<file path="config.mk">
export PLATFORM = sky130hd
export DESIGN_NAME = modbus_rtu_slave_responder_flat
export DESIGN_NICKNAME = d
export VERILOG_FILES = /design/src/rtl/mrs_pkg.sv /design/src/rtl/mrs_if.sv /design/src/rtl/mrs_banks.sv /design/src/rtl/modbus_rtu_slave_responder.sv /design/src/flat_wrapper.sv
export SDC_FILE = /design/constraint.sdc
export NUM_CORES = 2
export LEC_CHECK = 0
export BUFFER_PORTS_ARGS = -buffer_cell sky130_fd_sc_hd__buf_4
export CAP_MARGIN = 20
export CORE_MARGIN = 10
export CORE_UTILIZATION = 57
export CTS_CLUSTER_SIZE = 10
export DETAILED_ROUTE_END_ITERATION = 10
export HOLD_SLACK_MARGIN = 0.06
export PLACE_DENSITY_LB_ADDON = 0.1
export SLEW_MARGIN = 20
export SYNTH_ARGS = -nofsm -noshare
export SYNTH_HDL_FRONTEND = slang
export SYNTH_SLANG_ARGS = --single-unit
</file>
<file path="constraint.sdc">
create_clock -name clk -period 4.4 [get_ports clk]
set_input_delay 0.88 -clock clk [delete_from_list [all_inputs] [get_ports clk]]
set_output_delay 0.88 -clock clk [all_outputs]
set_load 0.02 [all_outputs]
</file>
<file path="src/rtl/mrs_pkg.sv">
`timescale 1ns / 1ps

package mrs_pkg;

	// Modbus function codes served by the responder
	localparam logic [7:0] FN_READ_COILS  = 8'h01;
	localparam logic [7:0] FN_READ_INPUTS = 8'h02;
	localparam logic [7:0] FN_READ_REGS   = 8'h03;
	localparam logic [7:0] FN_WRITE_COIL  = 8'h05;
	localparam logic [7:0] FN_WRITE_REG   = 8'h06;

	// coil write value that turns the coil on
	localparam logic [15:0] COIL_ON = 16'hFF00;

	localparam logic [15:0] CRC_INIT = 16'hFFFF;
	localparam logic [15:0] CRC_POLY = 16'hA001;

	// sequencer step addresses
	typedef logic [4:0] step_t;

	localparam step_t ST_IDLE      = 5'd0;
	localparam step_t ST_REDUCE    = 5'd1;
	localparam step_t ST_UID       = 5'd2;
	localparam step_t ST_CMD       = 5'd3;
	localparam step_t ST_RC_NBYTE  = 5'd4;
	localparam step_t ST_RC_LOAD   = 5'd5;
	localparam step_t ST_RC_LOOP   = 5'd6;
	localparam step_t ST_RC_EMIT   = 5'd7;
	localparam step_t ST_RC_CRC_LO = 5'd8;
	localparam step_t ST_RC_CRC_HI = 5'd9;
	localparam step_t ST_RR_NBYTE  = 5'd10;
	localparam step_t ST_RR_READ   = 5'd11;
	localparam step_t ST_RR_HI     = 5'd12;
	localparam step_t ST_RR_LO     = 5'd13;
	localparam step_t ST_RR_CRC_LO = 5'd14;
	localparam step_t ST_RR_CRC_HI = 5'd15;
	localparam step_t ST_W_ADDR_HI = 5'd16;
	localparam step_t ST_W_ADDR_LO = 5'd17;
	localparam step_t ST_W_VAL_HI  = 5'd18;
	localparam step_t ST_W_VAL_LO  = 5'd19;
	localparam step_t ST_W_CRC_LO  = 5'd20;
	localparam step_t ST_W_CRC_HI  = 5'd21;

	// source of the byte sent by an emitting step
	typedef enum logic [3:0] {
		SRC_UID,
		SRC_CMD,
		SRC_NBYTE,
		SRC_ADDR_HI,
		SRC_ADDR_LO,
		SRC_VAL_HI,
		SRC_VAL_LO,
		SRC_RD_HI,
		SRC_RD_LO,
		SRC_ACC,
		SRC_CRC_LO,
		SRC_CRC_HI
	} src_t;

	// datapath action of a step
	typedef enum logic [2:0] {
		OP_NONE,
		OP_DISPATCH,
		OP_REDUCE,
		OP_WRITE,
		OP_REG_RD,
		OP_COIL_LOAD,
		OP_COIL_LOOP
	} op_t;

	// branch condition; taken goes to target, else to the next step
	typedef enum logic [2:0] {
		CND_NEXT,
		CND_END,
		CND_CNT_Z,
		CND_CNT_NZ,
		CND_BITS_NZ,
		CND_RED_NZ
	} cond_t;

	typedef struct packed {
		logic  emit;
		src_t  src;
		op_t   op;
		cond_t cond;
		step_t target;
	} uword_t;

	// bank controls from the sequencer
	typedef struct packed {
		logic reg_wr;
		logic reg_rd;
		logic coil_wr;
		logic coil_rd;
		logic coil_set;
	} bank_ctl_t;

	function automatic uword_t uw(input logic e, input src_t s, input op_t o,
			input cond_t c, input step_t t);
		uword_t w;
		w.emit   = e;
		w.src    = s;
		w.op     = o;
		w.cond   = c;
		w.target = t;
		return w;
	endfunction

	// control store
	function automatic uword_t ucode(input step_t st);
		uword_t w;
		case (st)
			ST_REDUCE:    w = uw(1'b0, SRC_UID, OP_REDUCE, CND_RED_NZ, ST_REDUCE);
			ST_UID:       w = uw(1'b1, SRC_UID, OP_NONE, CND_NEXT, ST_IDLE);
			ST_CMD:       w = uw(1'b1, SRC_CMD, OP_DISPATCH, CND_NEXT, ST_IDLE);
			// read coils
			ST_RC_NBYTE:  w = uw(1'b1, SRC_NBYTE, OP_NONE, CND_CNT_Z, ST_RC_CRC_LO);
			ST_RC_LOAD:   w = uw(1'b0, SRC_UID, OP_COIL_LOAD, CND_NEXT, ST_IDLE);
			ST_RC_LOOP:   w = uw(1'b0, SRC_UID, OP_COIL_LOOP, CND_BITS_NZ, ST_RC_LOOP);
			ST_RC_EMIT:   w = uw(1'b1, SRC_ACC, OP_NONE, CND_CNT_NZ, ST_RC_LOAD);
			ST_RC_CRC_LO: w = uw(1'b1, SRC_CRC_LO, OP_NONE, CND_NEXT, ST_IDLE);
			ST_RC_CRC_HI: w = uw(1'b1, SRC_CRC_HI, OP_NONE, CND_END, ST_IDLE);
			// read holding registers
			ST_RR_NBYTE:  w = uw(1'b1, SRC_NBYTE, OP_NONE, CND_CNT_Z, ST_RR_CRC_LO);
			ST_RR_READ:   w = uw(1'b0, SRC_UID, OP_REG_RD, CND_NEXT, ST_IDLE);
			ST_RR_HI:     w = uw(1'b1, SRC_RD_HI, OP_NONE, CND_NEXT, ST_IDLE);
			ST_RR_LO:     w = uw(1'b1, SRC_RD_LO, OP_NONE, CND_CNT_NZ, ST_RR_READ);
			ST_RR_CRC_LO: w = uw(1'b1, SRC_CRC_LO, OP_NONE, CND_NEXT, ST_IDLE);
			ST_RR_CRC_HI: w = uw(1'b1, SRC_CRC_HI, OP_NONE, CND_END, ST_IDLE);
			// single writes, echo of address and value
			ST_W_ADDR_HI: w = uw(1'b1, SRC_ADDR_HI, OP_WRITE, CND_NEXT, ST_IDLE);
			ST_W_ADDR_LO: w = uw(1'b1, SRC_ADDR_LO, OP_NONE, CND_NEXT, ST_IDLE);
			ST_W_VAL_HI:  w = uw(1'b1, SRC_VAL_HI, OP_NONE, CND_NEXT, ST_IDLE);
			ST_W_VAL_LO:  w = uw(1'b1, SRC_VAL_LO, OP_NONE, CND_NEXT, ST_IDLE);
			ST_W_CRC_LO:  w = uw(1'b1, SRC_CRC_LO, OP_NONE, CND_NEXT, ST_IDLE);
			ST_W_CRC_HI:  w = uw(1'b1, SRC_CRC_HI, OP_NONE, CND_END, ST_IDLE);
			default:      w = uw(1'b0, SRC_UID, OP_NONE, CND_END, ST_IDLE);
		endcase
		return w;
	endfunction

	function automatic logic cmd_supported(input logic [7:0] c);
		return (c == FN_READ_COILS) || (c == FN_READ_INPUTS) || (c == FN_READ_REGS) ||
			(c == FN_WRITE_COIL) || (c == FN_WRITE_REG);
	endfunction

	// one byte of the Modbus CRC-16, LSB first
	function automatic logic [15:0] crc_byte(input logic [15:0] c, input logic [7:0] b);
		logic [15:0] r;
		r = c ^ {8'h00, b};
		for (int i = 0; i < 8; i++) begin
			r = r[0] ? ((r >> 1) ^ CRC_POLY) : (r >> 1);
		end
		return r;
	endfunction

endpackage

</file>
<file path="src/rtl/mrs_if.sv">
`timescale 1ns / 1ps

// decoded request channel
interface mrs_req_if;
	logic        valid;
	logic        ready;
	logic [7:0]  slave_id;
	logic [7:0]  cmd;
	logic [15:0] address;
	logic [15:0] value;

	modport source (output valid, output slave_id, output cmd, output address,
		output value, input ready);
	modport sink (input valid, input slave_id, input cmd, input address,
		input value, output ready);
endinterface

// response byte channel
interface mrs_resp_if;
	logic       valid;
	logic       ready;
	logic [7:0] resp_byte;
	logic       last;

	modport source (output valid, output resp_byte, output last, input ready);
	modport sink (input valid, input resp_byte, input last, output ready);
endinterface

</file>
<file path="src/rtl/mrs_banks.sv">
`timescale 1ns / 1ps

module mrs_banks #(
	parameter int REG_DEPTH = 64,
	parameter int COIL_DEPTH = 64,
	localparam int RA_W = (REG_DEPTH > 1) ? $clog2(REG_DEPTH) : 1,
	localparam int CA_W = $clog2(COIL_DEPTH)
) (
	input  logic                clk,
	input  logic                arst_n,
	input  mrs_pkg::bank_ctl_t  ctl,
	input  logic [RA_W-1:0]     reg_addr,
	input  logic [CA_W-1:0]     coil_addr,
	input  logic [15:0]         wdata,
	output logic [15:0]         reg_rdata,
	output logic                coil_rdata,
	output logic                clearing
);
	import mrs_pkg::*;

	localparam int MAXD = (REG_DEPTH > COIL_DEPTH) ? REG_DEPTH : COIL_DEPTH;
	localparam int CW = $clog2(MAXD);

	logic [15:0] regs [REG_DEPTH];
	logic        coils [COIL_DEPTH];

	logic          clearing_q;
	logic [CW-1:0] clr_cnt_q;

	assign clearing = clearing_q;

	// clearing pass after reset, one entry of each bank per cycle
	always_ff @(posedge clk or negedge arst_n) begin
		if (!arst_n) begin
			clearing_q <= 1'b1;
			clr_cnt_q  <= '0;
		end else if (clearing_q) begin
			if (clr_cnt_q == CW'(MAXD - 1)) begin
				clearing_q <= 1'b0;
			end
			clr_cnt_q <= clr_cnt_q + 1'b1;
		end
	end

	// holding registers
	always_ff @(posedge clk) begin
		if (clearing_q) begin
			if (32'(clr_cnt_q) < REG_DEPTH) begin
				regs[clr_cnt_q[RA_W-1:0]] <= '0;
			end
		end else begin
			if (ctl.reg_wr) begin
				regs[reg_addr] <= wdata;
			end
			if (ctl.reg_rd) begin
				reg_rdata <= regs[reg_addr];
			end
		end
	end

	// coils
	always_ff @(posedge clk) begin
		if (clearing_q) begin
			if (32'(clr_cnt_q) < COIL_DEPTH) begin
				coils[clr_cnt_q[CA_W-1:0]] <= 1'b0;
			end
		end else begin
			if (ctl.coil_wr) begin
				coils[coil_addr] <= ctl.coil_set;
			end
			if (ctl.coil_rd) begin
				coil_rdata <= coils[coil_addr];
			end
		end
	end

endmodule

</file>
<file path="src/rtl/modbus_rtu_slave_responder.sv">
`timescale 1ns / 1ps

// Modbus RTU slave responder.
// req: one decoded request item (slave_id, cmd, address, value), taken on
// valid & ready. resp: the response frame, one byte per item, CRC low byte
// then high byte, last set on the final CRC byte. cfg_we/cfg_wdata write
// unit_address (reset value 1); write it only while the block is idle.
// Requests for another unit id or an unsupported function are dropped.
// A microcoded sequencer runs one request at a time; req.ready is high only
// between requests. The first response byte, the unit id, is loaded into the
// output register by the UID step, after the accept and any reduction steps.
// Each register read is one bank read, then 2 bytes; coils are read
// bit-serially into data bytes. When a bank depth is not a power of two,
// the address is first reduced modulo the depth by restoring subtraction.
// After reset both banks are cleared, one entry per cycle; no request is
// taken meanwhile.
// A stalled receiver holds the output register; the sequencer waits at its
// next byte-emitting step until the held byte is taken.
module modbus_rtu_slave_responder #(
	parameter int REG_DEPTH = 64,
	parameter int COIL_DEPTH = 64,
	parameter int MAX_READ_REGS = 16,
	parameter int MAX_READ_COILS = 64
) (
	input  logic       clk,
	input  logic       arst_n,
	input  logic       cfg_we,
	input  logic [7:0] cfg_wdata,
	mrs_req_if.sink    req,
	mrs_resp_if.source resp
);
	import mrs_pkg::*;

	localparam int RA_W = (REG_DEPTH > 1) ? $clog2(REG_DEPTH) : 1;
	localparam int CA_W = $clog2(COIL_DEPTH);
	localparam int MAXC = (MAX_READ_COILS > MAX_READ_REGS) ? MAX_READ_COILS : MAX_READ_REGS;
	localparam int CNT_W = $clog2(MAXC + 1);
	localparam bit REG_POW2 = (REG_DEPTH & (REG_DEPTH - 1)) == 0;
	localparam bit COIL_POW2 = (COIL_DEPTH & (COIL_DEPTH - 1)) == 0;
	localparam bit NEED_RED = !(REG_POW2 && COIL_POW2);

	// control
	step_t step_q, step_d;
	logic  out_valid_q;
	logic  [7:0] unit_q;

	// datapath
	logic [7:0]       cmd_q;
	logic [15:0]      addr_q;
	logic [15:0]      val_q;
	logic [15:0]      reg_idx_q;
	logic [15:0]      coil_idx_q;
	logic [3:0]       red_k_q;
	logic [CNT_W-1:0] cnt_q;
	logic [7:0]       nbyte_q;
	logic [15:0]      crc_q;
	logic [3:0]       bits_left_q;
	logic [2:0]       acc_pos_q;
	logic [7:0]       acc_q;
	logic             pend_q;
	logic [7:0]       out_byte_q;
	logic             out_last_q;

	uword_t      w;
	logic        accept, go, fire, run, out_free, is_coil_rd;
	logic [7:0]  sel_byte;
	logic [32:0] reg_trial, coil_trial;
	logic [15:0] reg_next, coil_next;
	logic [CNT_W-1:0] n_sat;
	logic [3:0]  load_bits;
	bank_ctl_t   ctl;
	logic [15:0] reg_rdata;
	logic        coil_rdata, clearing;

	assign out_free   = !out_valid_q || resp.ready;
	assign req.ready  = (step_q == ST_IDLE) && !clearing;
	assign accept     = req.valid && req.ready;
	assign resp.valid = out_valid_q;
	assign resp.resp_byte = out_byte_q;
	assign resp.last  = out_last_q;

	// request decode at accept
	always_comb begin
		go = (req.slave_id == unit_q) && cmd_supported(req.cmd);
		is_coil_rd = (req.cmd == FN_READ_COILS) || (req.cmd == FN_READ_INPUTS);
		if (is_coil_rd) begin
			n_sat = (32'(req.value) > MAX_READ_COILS) ? CNT_W'(MAX_READ_COILS)
				: req.value[CNT_W-1:0];
		end else begin
			n_sat = (32'(req.value) > MAX_READ_REGS) ? CNT_W'(MAX_READ_REGS)
				: req.value[CNT_W-1:0];
		end
	end

	// index arithmetic: reduction trial and wrap-around step
	always_comb begin
		reg_trial  = 33'(reg_idx_q) - (33'(REG_DEPTH) << red_k_q);
		coil_trial = 33'(coil_idx_q) - (33'(COIL_DEPTH) << red_k_q);
		reg_next   = (reg_idx_q == 16'(REG_DEPTH - 1)) ? 16'd0 : reg_idx_q + 16'd1;
		coil_next  = (coil_idx_q == 16'(COIL_DEPTH - 1)) ? 16'd0 : coil_idx_q + 16'd1;
		load_bits  = (32'(cnt_q) >= 8) ? 4'd8 : 4'(cnt_q);
	end

	// control word, byte select and next step
	always_comb begin
		w    = ucode(step_q);
		run  = step_q != ST_IDLE;
		fire = run && (!w.emit || out_free);

		case (w.src)
			SRC_UID:     sel_byte = unit_q;
			SRC_CMD:     sel_byte = cmd_q;
			SRC_NBYTE:   sel_byte = nbyte_q;
			SRC_ADDR_HI: sel_byte = addr_q[15:8];
			SRC_ADDR_LO: sel_byte = addr_q[7:0];
			SRC_VAL_HI:  sel_byte = val_q[15:8];
			SRC_VAL_LO:  sel_byte = val_q[7:0];
			SRC_RD_HI:   sel_byte = reg_rdata[15:8];
			SRC_RD_LO:   sel_byte = reg_rdata[7:0];
			SRC_ACC:     sel_byte = acc_q;
			SRC_CRC_LO:  sel_byte = crc_q[7:0];
			SRC_CRC_HI:  sel_byte = crc_q[15:8];
			default:     sel_byte = 8'h00;
		endcase

		step_d = step_q;
		if (!run) begin
			if (accept && go) begin
				step_d = NEED_RED ? ST_REDUCE : ST_UID;
			end
		end else if (fire) begin
			if (w.op == OP_DISPATCH) begin
				case (cmd_q)
					FN_READ_COILS, FN_READ_INPUTS: step_d = ST_RC_NBYTE;
					FN_READ_REGS:                  step_d = ST_RR_NBYTE;
					FN_WRITE_COIL, FN_WRITE_REG:   step_d = ST_W_ADDR_HI;
					default:                       step_d = ST_IDLE;
				endcase
			end else begin
				case (w.cond)
					CND_NEXT:    step_d = step_t'(step_q + 1'b1);
					CND_END:     step_d = ST_IDLE;
					CND_CNT_Z:   step_d = (cnt_q == '0) ? w.target : step_t'(step_q + 1'b1);
					CND_CNT_NZ:  step_d = (cnt_q != '0) ? w.target : step_t'(step_q + 1'b1);
					CND_BITS_NZ: step_d = (bits_left_q != '0) ? w.target
						: step_t'(step_q + 1'b1);
					CND_RED_NZ:  step_d = (red_k_q != '0) ? w.target : step_t'(step_q + 1'b1);
					default:     step_d = ST_IDLE;
				endcase
			end
		end

		// bank strobes
		ctl.reg_wr   = fire && (w.op == OP_WRITE) && (cmd_q == FN_WRITE_REG);
		ctl.coil_wr  = fire && (w.op == OP_WRITE) && (cmd_q == FN_WRITE_COIL);
		ctl.coil_set = val_q == COIL_ON;
		ctl.reg_rd   = fire && (w.op == OP_REG_RD);
		ctl.coil_rd  = fire && (w.op == OP_COIL_LOOP) && (bits_left_q != '0);
	end

	// step counter, output valid, unit address
	always_ff @(posedge clk or negedge arst_n) begin
		if (!arst_n) begin
			step_q      <= ST_IDLE;
			out_valid_q <= 1'b0;
			unit_q      <= 8'd1;
		end else begin
			step_q <= step_d;
			if (fire && w.emit) begin
				out_valid_q <= 1'b1;
			end else if (resp.ready) begin
				out_valid_q <= 1'b0;
			end
			if (cfg_we) begin
				unit_q <= cfg_wdata;
			end
		end
	end

	// datapath registers
	always_ff @(posedge clk) begin
		if (accept) begin
			cmd_q      <= req.cmd;
			addr_q     <= req.address;
			val_q      <= req.value;
			reg_idx_q  <= NEED_RED ? req.address : (req.address & 16'(REG_DEPTH - 1));
			coil_idx_q <= NEED_RED ? req.address : (req.address & 16'(COIL_DEPTH - 1));
			red_k_q    <= 4'd15;
			cnt_q      <= n_sat;
			nbyte_q    <= is_coil_rd ? 8'((32'(n_sat) + 7) >> 3) : 8'(32'(n_sat) * 2);
			crc_q      <= CRC_INIT;
		end

		if (fire) begin
			case (w.op)
				// one restoring step of address mod depth per cycle
				OP_REDUCE: begin
					if (!reg_trial[32]) begin
						reg_idx_q <= reg_trial[15:0];
					end
					if (!coil_trial[32]) begin
						coil_idx_q <= coil_trial[15:0];
					end
					red_k_q <= red_k_q - 4'd1;
				end
				OP_REG_RD: begin
					reg_idx_q <= reg_next;
					cnt_q     <= cnt_q - 1'b1;
				end
				OP_COIL_LOAD: begin
					bits_left_q <= load_bits;
					cnt_q       <= cnt_q - CNT_W'(load_bits);
					acc_q       <= 8'h00;
					acc_pos_q   <= 3'd0;
					pend_q      <= 1'b0;
				end
				// issue one coil read, collect the previous one
				OP_COIL_LOOP: begin
					if (bits_left_q != '0) begin
						coil_idx_q  <= coil_next;
						bits_left_q <= bits_left_q - 4'd1;
					end
					pend_q <= bits_left_q != '0;
					if (pend_q) begin
						acc_q[acc_pos_q] <= coil_rdata;
						acc_pos_q        <= acc_pos_q + 3'd1;
					end
				end
				default: ;
			endcase

			if (w.emit) begin
				out_byte_q <= sel_byte;
				out_last_q <= w.src == SRC_CRC_HI;
				if (w.src != SRC_CRC_LO && w.src != SRC_CRC_HI) begin
					crc_q <= crc_byte(crc_q, sel_byte);
				end
			end
		end
	end

	mrs_banks #(
		.REG_DEPTH (REG_DEPTH),
		.COIL_DEPTH(COIL_DEPTH)
	) u_banks (
		.clk       (clk),
		.arst_n    (arst_n),
		.ctl       (ctl),
		.reg_addr  (reg_idx_q[RA_W-1:0]),
		.coil_addr (coil_idx_q[CA_W-1:0]),
		.wdata     (val_q),
		.reg_rdata (reg_rdata),
		.coil_rdata(coil_rdata),
		.clearing  (clearing)
	);

endmodule

</file>
<file path="src/flat_wrapper.sv">
// flat-port wrapper written by rule: the top's interface ports become plain ports
module modbus_rtu_slave_responder_flat import mrs_pkg::*;
#(
	parameter int REG_DEPTH = 64,
	parameter int COIL_DEPTH = 64,
	parameter int MAX_READ_REGS = 16,
	parameter int MAX_READ_COILS = 64
)
  (clk, arst_n, cfg_we, cfg_wdata, req_valid, req_slave_id, req_cmd, req_address, req_value, req_ready, resp_valid, resp_resp_byte, resp_last, resp_ready);
  mrs_req_if req_i ();
  mrs_resp_if resp_i ();
  input  logic clk;
  input  logic arst_n;
  input  logic cfg_we;
  input  logic [7:0] cfg_wdata;
  input wire logic [$bits(req_i.valid)-1:0] req_valid;
  input wire logic [$bits(req_i.slave_id)-1:0] req_slave_id;
  input wire logic [$bits(req_i.cmd)-1:0] req_cmd;
  input wire logic [$bits(req_i.address)-1:0] req_address;
  input wire logic [$bits(req_i.value)-1:0] req_value;
  output wire logic [$bits(req_i.ready)-1:0] req_ready;
  output wire logic [$bits(resp_i.valid)-1:0] resp_valid;
  output wire logic [$bits(resp_i.resp_byte)-1:0] resp_resp_byte;
  output wire logic [$bits(resp_i.last)-1:0] resp_last;
  input wire logic [$bits(resp_i.ready)-1:0] resp_ready;
  assign req_i.valid = req_valid;
  assign req_i.slave_id = req_slave_id;
  assign req_i.cmd = req_cmd;
  assign req_i.address = req_address;
  assign req_i.value = req_value;
  assign req_ready = req_i.ready;
  assign resp_valid = resp_i.valid;
  assign resp_resp_byte = resp_i.resp_byte;
  assign resp_last = resp_i.last;
  assign resp_i.ready = resp_ready;
  modbus_rtu_slave_responder #(.REG_DEPTH(REG_DEPTH), .COIL_DEPTH(COIL_DEPTH), .MAX_READ_REGS(MAX_READ_REGS), .MAX_READ_COILS(MAX_READ_COILS)) u_core (.clk(clk), .arst_n(arst_n), .cfg_we(cfg_we), .cfg_wdata(cfg_wdata), .req(req_i), .resp(resp_i));
endmodule
</file>
---- Word level (Yosys, flattened, before mapping) ----
Memories as Yosys holds them, arrays and structs flattened. A register that Yosys moved wholly into a read port is not among the register bits.
Cells that the tools add are included.
storage, ports and cells
  register bits after elaboration ......... 153
  bits in latches ......................... 0
  RAM bits ................................ 1088
  bits in read-only memories .............. 480
  word-level logic and storage cells ...... 211
  memories kept ........................... 3
memories
  memory                words  bits a word  rd ports  clocked after Yosys merged registers in  write ports  line             source
  u_core.u_banks.regs   64     16           1         1                                        1            mrs_banks.sv:24  logic [15:0] regs [REG_DEPTH];
  (name not given)      32     15           1         0                                        0            mrs_pkg.sv:112   case (st)
  u_core.u_banks.coils  64     1            1         1                                        1            mrs_banks.sv:25  logic coils [COIL_DEPTH];
cells by class
  add/subtract/negate cells ............... 12
  $mul .................................... 0
  divide/modulo/power cells ............... 0
  order comparisons ....................... 5
  equality and inequality tests ........... 41
  shifts and indexed selects .............. 1
  muxes and demuxes ....................... 73
  bitwise logic cells ..................... 10
  reductions and logical operators ........ 45
operator list
  kind                   count
  $mux 16                22
  $pmux 8 s12            1
  $sub 16x33->33         2
  $pmux 16 s2            2
  $mux 5                 8
  $mux 7                 5
  $shl 7x4->33 const A   1
  $add 16x1->16 const B  2
  $eq 16x6->1 const B    2
  $eq 8x2->1 const B     4
  $eq 8x3->1 const B     4
  $pmux 5 s5             1
  $not 2->3              8
  $mux 4                 5
  $eq 16x16->1 const B   1
  $eq 4x3->1 const B     4
  $eq 4x4->1 const B     4
  $eq 8x1->1 const B     2
  $gt 16x5->1 const B    1
  $gt 16x7->1 const B    1
  $mux 1                 16
  $mux 8                 2
  $pmux 8 s2             1
  $reduce_or 16->1       1
  46 further kinds       87

---- Longest topological paths before layout ----
An unclocked memory read counts as a cell.
  depth after elaboration ................. 23
  mapped depth ............................ 17
  mapped depth without buffers ............ 16

---- Hierarchy ----
Synthesis repeated with hierarchy kept, for this count alone.
second synthesis, totals
  cells, all modules ...................... 3161
  area total of the unflattened synthesis .. 53267.3 µm²
by module, submodules not included
  module                      instances  cells each  area an instance (µm²)
  mrs_banks                   1          2048        43516.7
  modbus_rtu_slave_responder  1          1113        9750.6

---- Worst setup path after synthesis ----
Ideal clock, no wire load.
  path kind ............................... flip-flop to flip-flop
  from .................................... register u_core.step_q[0]
  to ...................................... memory u_core.u_banks.regs[11][0], enable pin
  setup time .............................. 0.430 ns
  arrival ................................. 4.213 ns
  required time ........................... 3.970 ns
  path slack .............................. -0.244 ns
  cell stages (with the launch flop) ...... 13
  path buffers ............................ 1
  period minus slack after synthesis ...... 4.644 ns
  path through ............................ dfrtp_1 > inv_1 > ha_1 > nand2_1 > a21oi_1 > or3_1 > nor2_1 > nand4b_1 > or2_2 > clkbuf_1 > nor3_1 > a21boi_0 > nor4_1
on the way
  cells in the longest elaborated chain, start to end .. 11
  elaborated cells between the ends (all ways) .. 14
ends and longest elaborated chain
  what                                                      line                               source
  start, declared                                           modbus_rtu_slave_responder.sv:43   step_t step_q, step_d;
  start signal, assigned                                    modbus_rtu_slave_responder.sv:168  step_q <= step_d;
  $mem_v2 32x15                                             -
  $logic_not 1->1                                           modbus_rtu_slave_responder.sv:108  fire = run && (!w.emit || out_free);
  $logic_or 1x1->1                                          modbus_rtu_slave_responder.sv:108
  $logic_and 1x1->1                                         modbus_rtu_slave_responder.sv:108
  $logic_and 1x1->1 * (2 in a row)                          modbus_rtu_slave_responder.sv:154  ctl.reg_wr = fire && (w.op == OP_WRITE) && (cmd_q == FN_WRITE_REG);
  $mux 1 *                                                  mrs_banks.sv:52                    if (ctl.reg_wr) begin
  $mux 1 *                                                  mrs_banks.sv:47                    if (clearing_q) begin
  $mux 1 (implied by the code) *                            mrs_banks.sv:53                    regs[reg_addr] <= wdata;
  $reduce_or 16->1 (no source line)                         -
  $mux 6 (no source line) / $mux 1 (equally long branches)  -
  end, declared                                             mrs_banks.sv:24
Mark *: on every way between the ends. The rest lies on a longest branch, timed or not.

---- Final worst setup path ----
  from .................................... register u_core.step_q[1]
  to ...................................... memory u_core.u_banks.regs[23][6], enable pin
The elaborated chain is that of the path after synthesis.

==> metrics.csv <==
stage,metric,value,unit
run_status,outcome,"complete, no violations",
pwr,leakage,17.6,nW
clock_tree,Sink Count,1258,
route,Via density,6.45,
floorplan,standard-cell rows,112,
clock_tree,Max Root-Sink Buffers,3,
worst_setup_path,worst-path maximum fanout,23,
worst_setup_path,Required @ worst endpoint,4.80,ns
global_route,number of global-route vias before repair,31600,
sta,crit share post-route,94.3,%
logic_synthesis,cell taking the most area after synthesis,edfxtp_1,
clock_tree,Clock Latency Late Sink,0.74,ns
route,Routed WL,140,mm
floorplan,num ports,72,
logic_synthesis,cell area after synthesis,0.0534,mm²
route,routed via count,31900,
route,M1 WL,56.9,mm
logic_synthesis,area share of the leading cell type in the synthesized netlist,66.2,%
global_route,first-pass GRT wire length,208,mm
worst_setup_path,Worst Setup End Kind,register,
route,highest metal used,met5,
logic_synthesis,Post-synth top flop,edfxtp_1,
route,met2 wire len,68.6,mm
logic_synthesis,Avg Inst Size Synth,15.6,µm²
hold_path,Hold Path Origin,req_address[7],
floorplan,Die Area,0.106,mm²
finish,filler-free cell count of the finished design,4951,
global_route,largest net degree at the start of global routing,65,
hold_path,Hold EP,u_core.addr_q[7],
sta,RSZ-0062 raised after global routing,false,
sta,"Hold Vio Cnt, Final",0,
placed_design,Placed Cells,4762,
route,DRT antenna net count,0,
clock_tree,post-CTS setup buffer count,0,
hold_path,hold path cells,1,
finish,Layout area overhead,13.9,%
pwr,Peak VDD IR,0.000372,V
finish,register area,0.0371,mm²
logic_synthesis,"Async S/R FF share, synth",1.67,%
logic_synthesis,count of cell types in the netlist,99,
logic_synthesis,register area share after synthesis,69.4,%
sta,FMAX,241,MHz
clock_tree,Root Driver,clkbuf_16,
global_route,GR Overflow Total,0,
sta,min Tclk post-route,4.15,ns
finish,final-layout fill cell count,6490,
sta,worst clock skew,0.0264,ns
finish,final design utilization,65.3,%
clock_tree,Worst-path clk slew,0.06,ns
route,WL/cell,28.2,µm
logic_synthesis,Syn Inst Count,3429,
finish,layout cells sized above 1,19.8,%
global_route,initial antenna violation count,5,
route,DRT Pass-1 Iters,5,
logic_synthesis,Post-synth EDFFs,1178,
floorplan,starting density of the core,57.3,%
logic_synthesis,Area contributors post-synth,"edfxtp_1 (66%), mux4_2 (6.5%), mux2i_1 (4.5%), dfxtp_1 (2.2%), a21oi_1 (2.1%)",
hold_path,hold crit path type,primary input to register,
clock_tree,# H-tree levels,4,
floorplan,area of the core,0.0932,mm²
finish,Multi-input gate area,0.0155,mm²
worst_setup_path,r2r worst-path depth,15,
floorplan,Die Y,326,µm
logic_synthesis,"count leader, synth",edfxtp_1,
clock_tree,CTS tree,done,
route,metal3 WL,9.45,mm
floorplan,Die X,326,µm
global_route,GRT Overall Usage,26.0,%
placed_design,area post-placement,0.0567,mm²
logic_synthesis,synth cell count leaders,"edfxtp_1 (1,178), mux2i_1 (242), a21oi_1 (221)",
worst_setup_path,Reg2Reg Setup Slack,0.25,ns
logic_synthesis,Synth Warn #,0,
sta,Worst Max-Slew Pin Slew,0.968,ns
finish,# nets final,3760,
placed_design,RD Place Congestion,0.930,
worst_setup_path,RR Startpoint,u_core.step_q[1],
placed_design,# port buffers,71,
logic_synthesis,number of synthesized register bits,1258,
sta,Max-slew headroom,35.5,%
clock_tree,total CTS buffers,145,
worst_setup_path,worst setup path class,register to register,
route,DRC viols,0,
worst_setup_path,reg2reg end,u_core.u_banks.regs[23][6],
worst_setup_path,Startpoint Class,register,
placed_design,dpl hpwl,90.0,mm
finish,fin area,0.0608,mm²
pwr,Power Density,549,mW/mm²
flow_run,max-cap violations,0,
worst_setup_path,crit path DAT,4.55,ns
route,First DRT Iteration DRCs,3390,
sta,pins over their slew limit,0,
sta,# setup viols final,0,
[through the flow]
step / setup WS (ns) / total power [mW] / setup TNS (ns) / hold slack, ns
floorplan: -0.244 / 19.7 / -14.69 / 0.440
finish: 0.251 / 33.4 / 0 / 0.312
global route: 0.0172 / 34.7 / 0 / 0.277
global placement: 0.325 / 22.9 / 0 / 0.486
detailed placement: 0.313 / 22.9 / 0 / 0.500
CTS: 0.300 / 33.6 / 0 / 0.263
[worst max-delay path, cell delays in order, from the launching register on]
cell      delay (ns)
dfrtp_1         0.44
inv_1           0.28
ha_1            0.37
buf_4           0.19
nand2_1         0.07
a21oi_1         0.08
or3_1           0.38
nor2_1          0.12
nand4b_1        0.22
nor2_1          0.16
buf_4           0.29
mux2i_1         0.22
buf_4           0.26
nand2_1         0.22
nor2_1          0.16
buf_4           0.34
[cells in the final DEF (no fill, tap or decap), types with 80 or more instances in the layout]
cell type and n:
a21oi_1 220, buf_4 248, clkbuf_16 150, edfxtp_1 1178, mux2i_1 242, mux4_2 155, nand2_1 214, nor2_1 210
o21ai_0 133, o221ai_1 86, o22ai_1 80
[registers in the layout, indices dropped and copies added, names as in the netlist]
register and flops:
u_core.nbyte_q 8, u_core.reg_idx_q 16, u_core.step_q 5, u_core.acc_pos_q 3
u_core.acc_q 8, u_core.u_banks.clearing 1, u_core.pend_q 1, u_core.u_banks.reg_rdata 16
u_core.u_banks.coils 64, u_core.u_banks.regs 1024, u_core.resp.valid 1, u_core.resp.last 1
u_core.bits_left_q 4, u_core.addr_q 16, u_core.coil_idx_q 16, u_core.unit_q 8
u_core.red_k_q 4, u_core.u_banks.clr_cnt_q 6, u_core.val_q 16, u_core.cnt_q 7
u_core.crc_q 16, u_core.resp.resp_byte 8, u_core.u_banks.coil_rdata 1, u_core.cmd_q 8
[layout make-up]
type	count	area share [%]
Clock inverter	15	0.407
Clock buffer	172	6.32
Timing Repair Buffer	278	4.03
Antenna cell	1	0.00411
Tap cell	1254	2.58
Multi-Input combinational cell	1946	25.5
Inverter	27	0.169
Sequential cell	1258	61.0
[how the worst max path moves through the flow]
stage | from | endpoint | slack, ns
floorplan | u_core.step_q[0] | u_core.u_banks.regs[11][0] | -0.24
finish | u_core.step_q[1] | u_core.u_banks.regs[23][6] | 0.25
global route | u_core.step_q[1] | u_core.u_banks.regs[22][6] | 0.02
CTS | u_core.red_k_q[2] | u_core.reg_idx_q[2] | 0.30
global placement | u_core.step_q[1] | u_core.crc_q[0] | 0.32
detailed placement | u_core.step_q[1] | u_core.crc_q[0] | 0.31
[layer usage]
layer / GRT usage [%] / vias up
met2: 42.8 / 1303
met5: 0 / -
li1: - / 14100
met4: 8.94 / 2
met1: 34.5 / 16300
met3: 4.85 / 246
[power by group]
group	internal, mW	switching (mW)
clock	6.15	4.51
combinational	3.33	5.48
sequential	13.3	0.609
[kinds of logic after synthesis]
| logic type | after synthesis | synth area share [%] |
|---|---|---|
| AO/OA/AOI/OAI | 677 | 8.09 |
| buffers and inverters | 226 | 1.71 |
| flip-flops | 1258 | 69.4 |
| multiplexers | 474 | 12.7 |
| XOR/XNOR | 49 | 0.871 |
| other | 1 | 0.00702 |
| AND/OR/NAND/NOR | 701 | 6.19 |
| adder cells (fa/ha/maj) | 43 | 1.02 |
[timing repair]
item	in CTS	in global routing
setup endpoints to repair	0	96
hold endpoints to repair	19	0
gates resized for setup	0	3
hold buffers	1	0
Note: power is estimated with default switching activity, not from simulation.
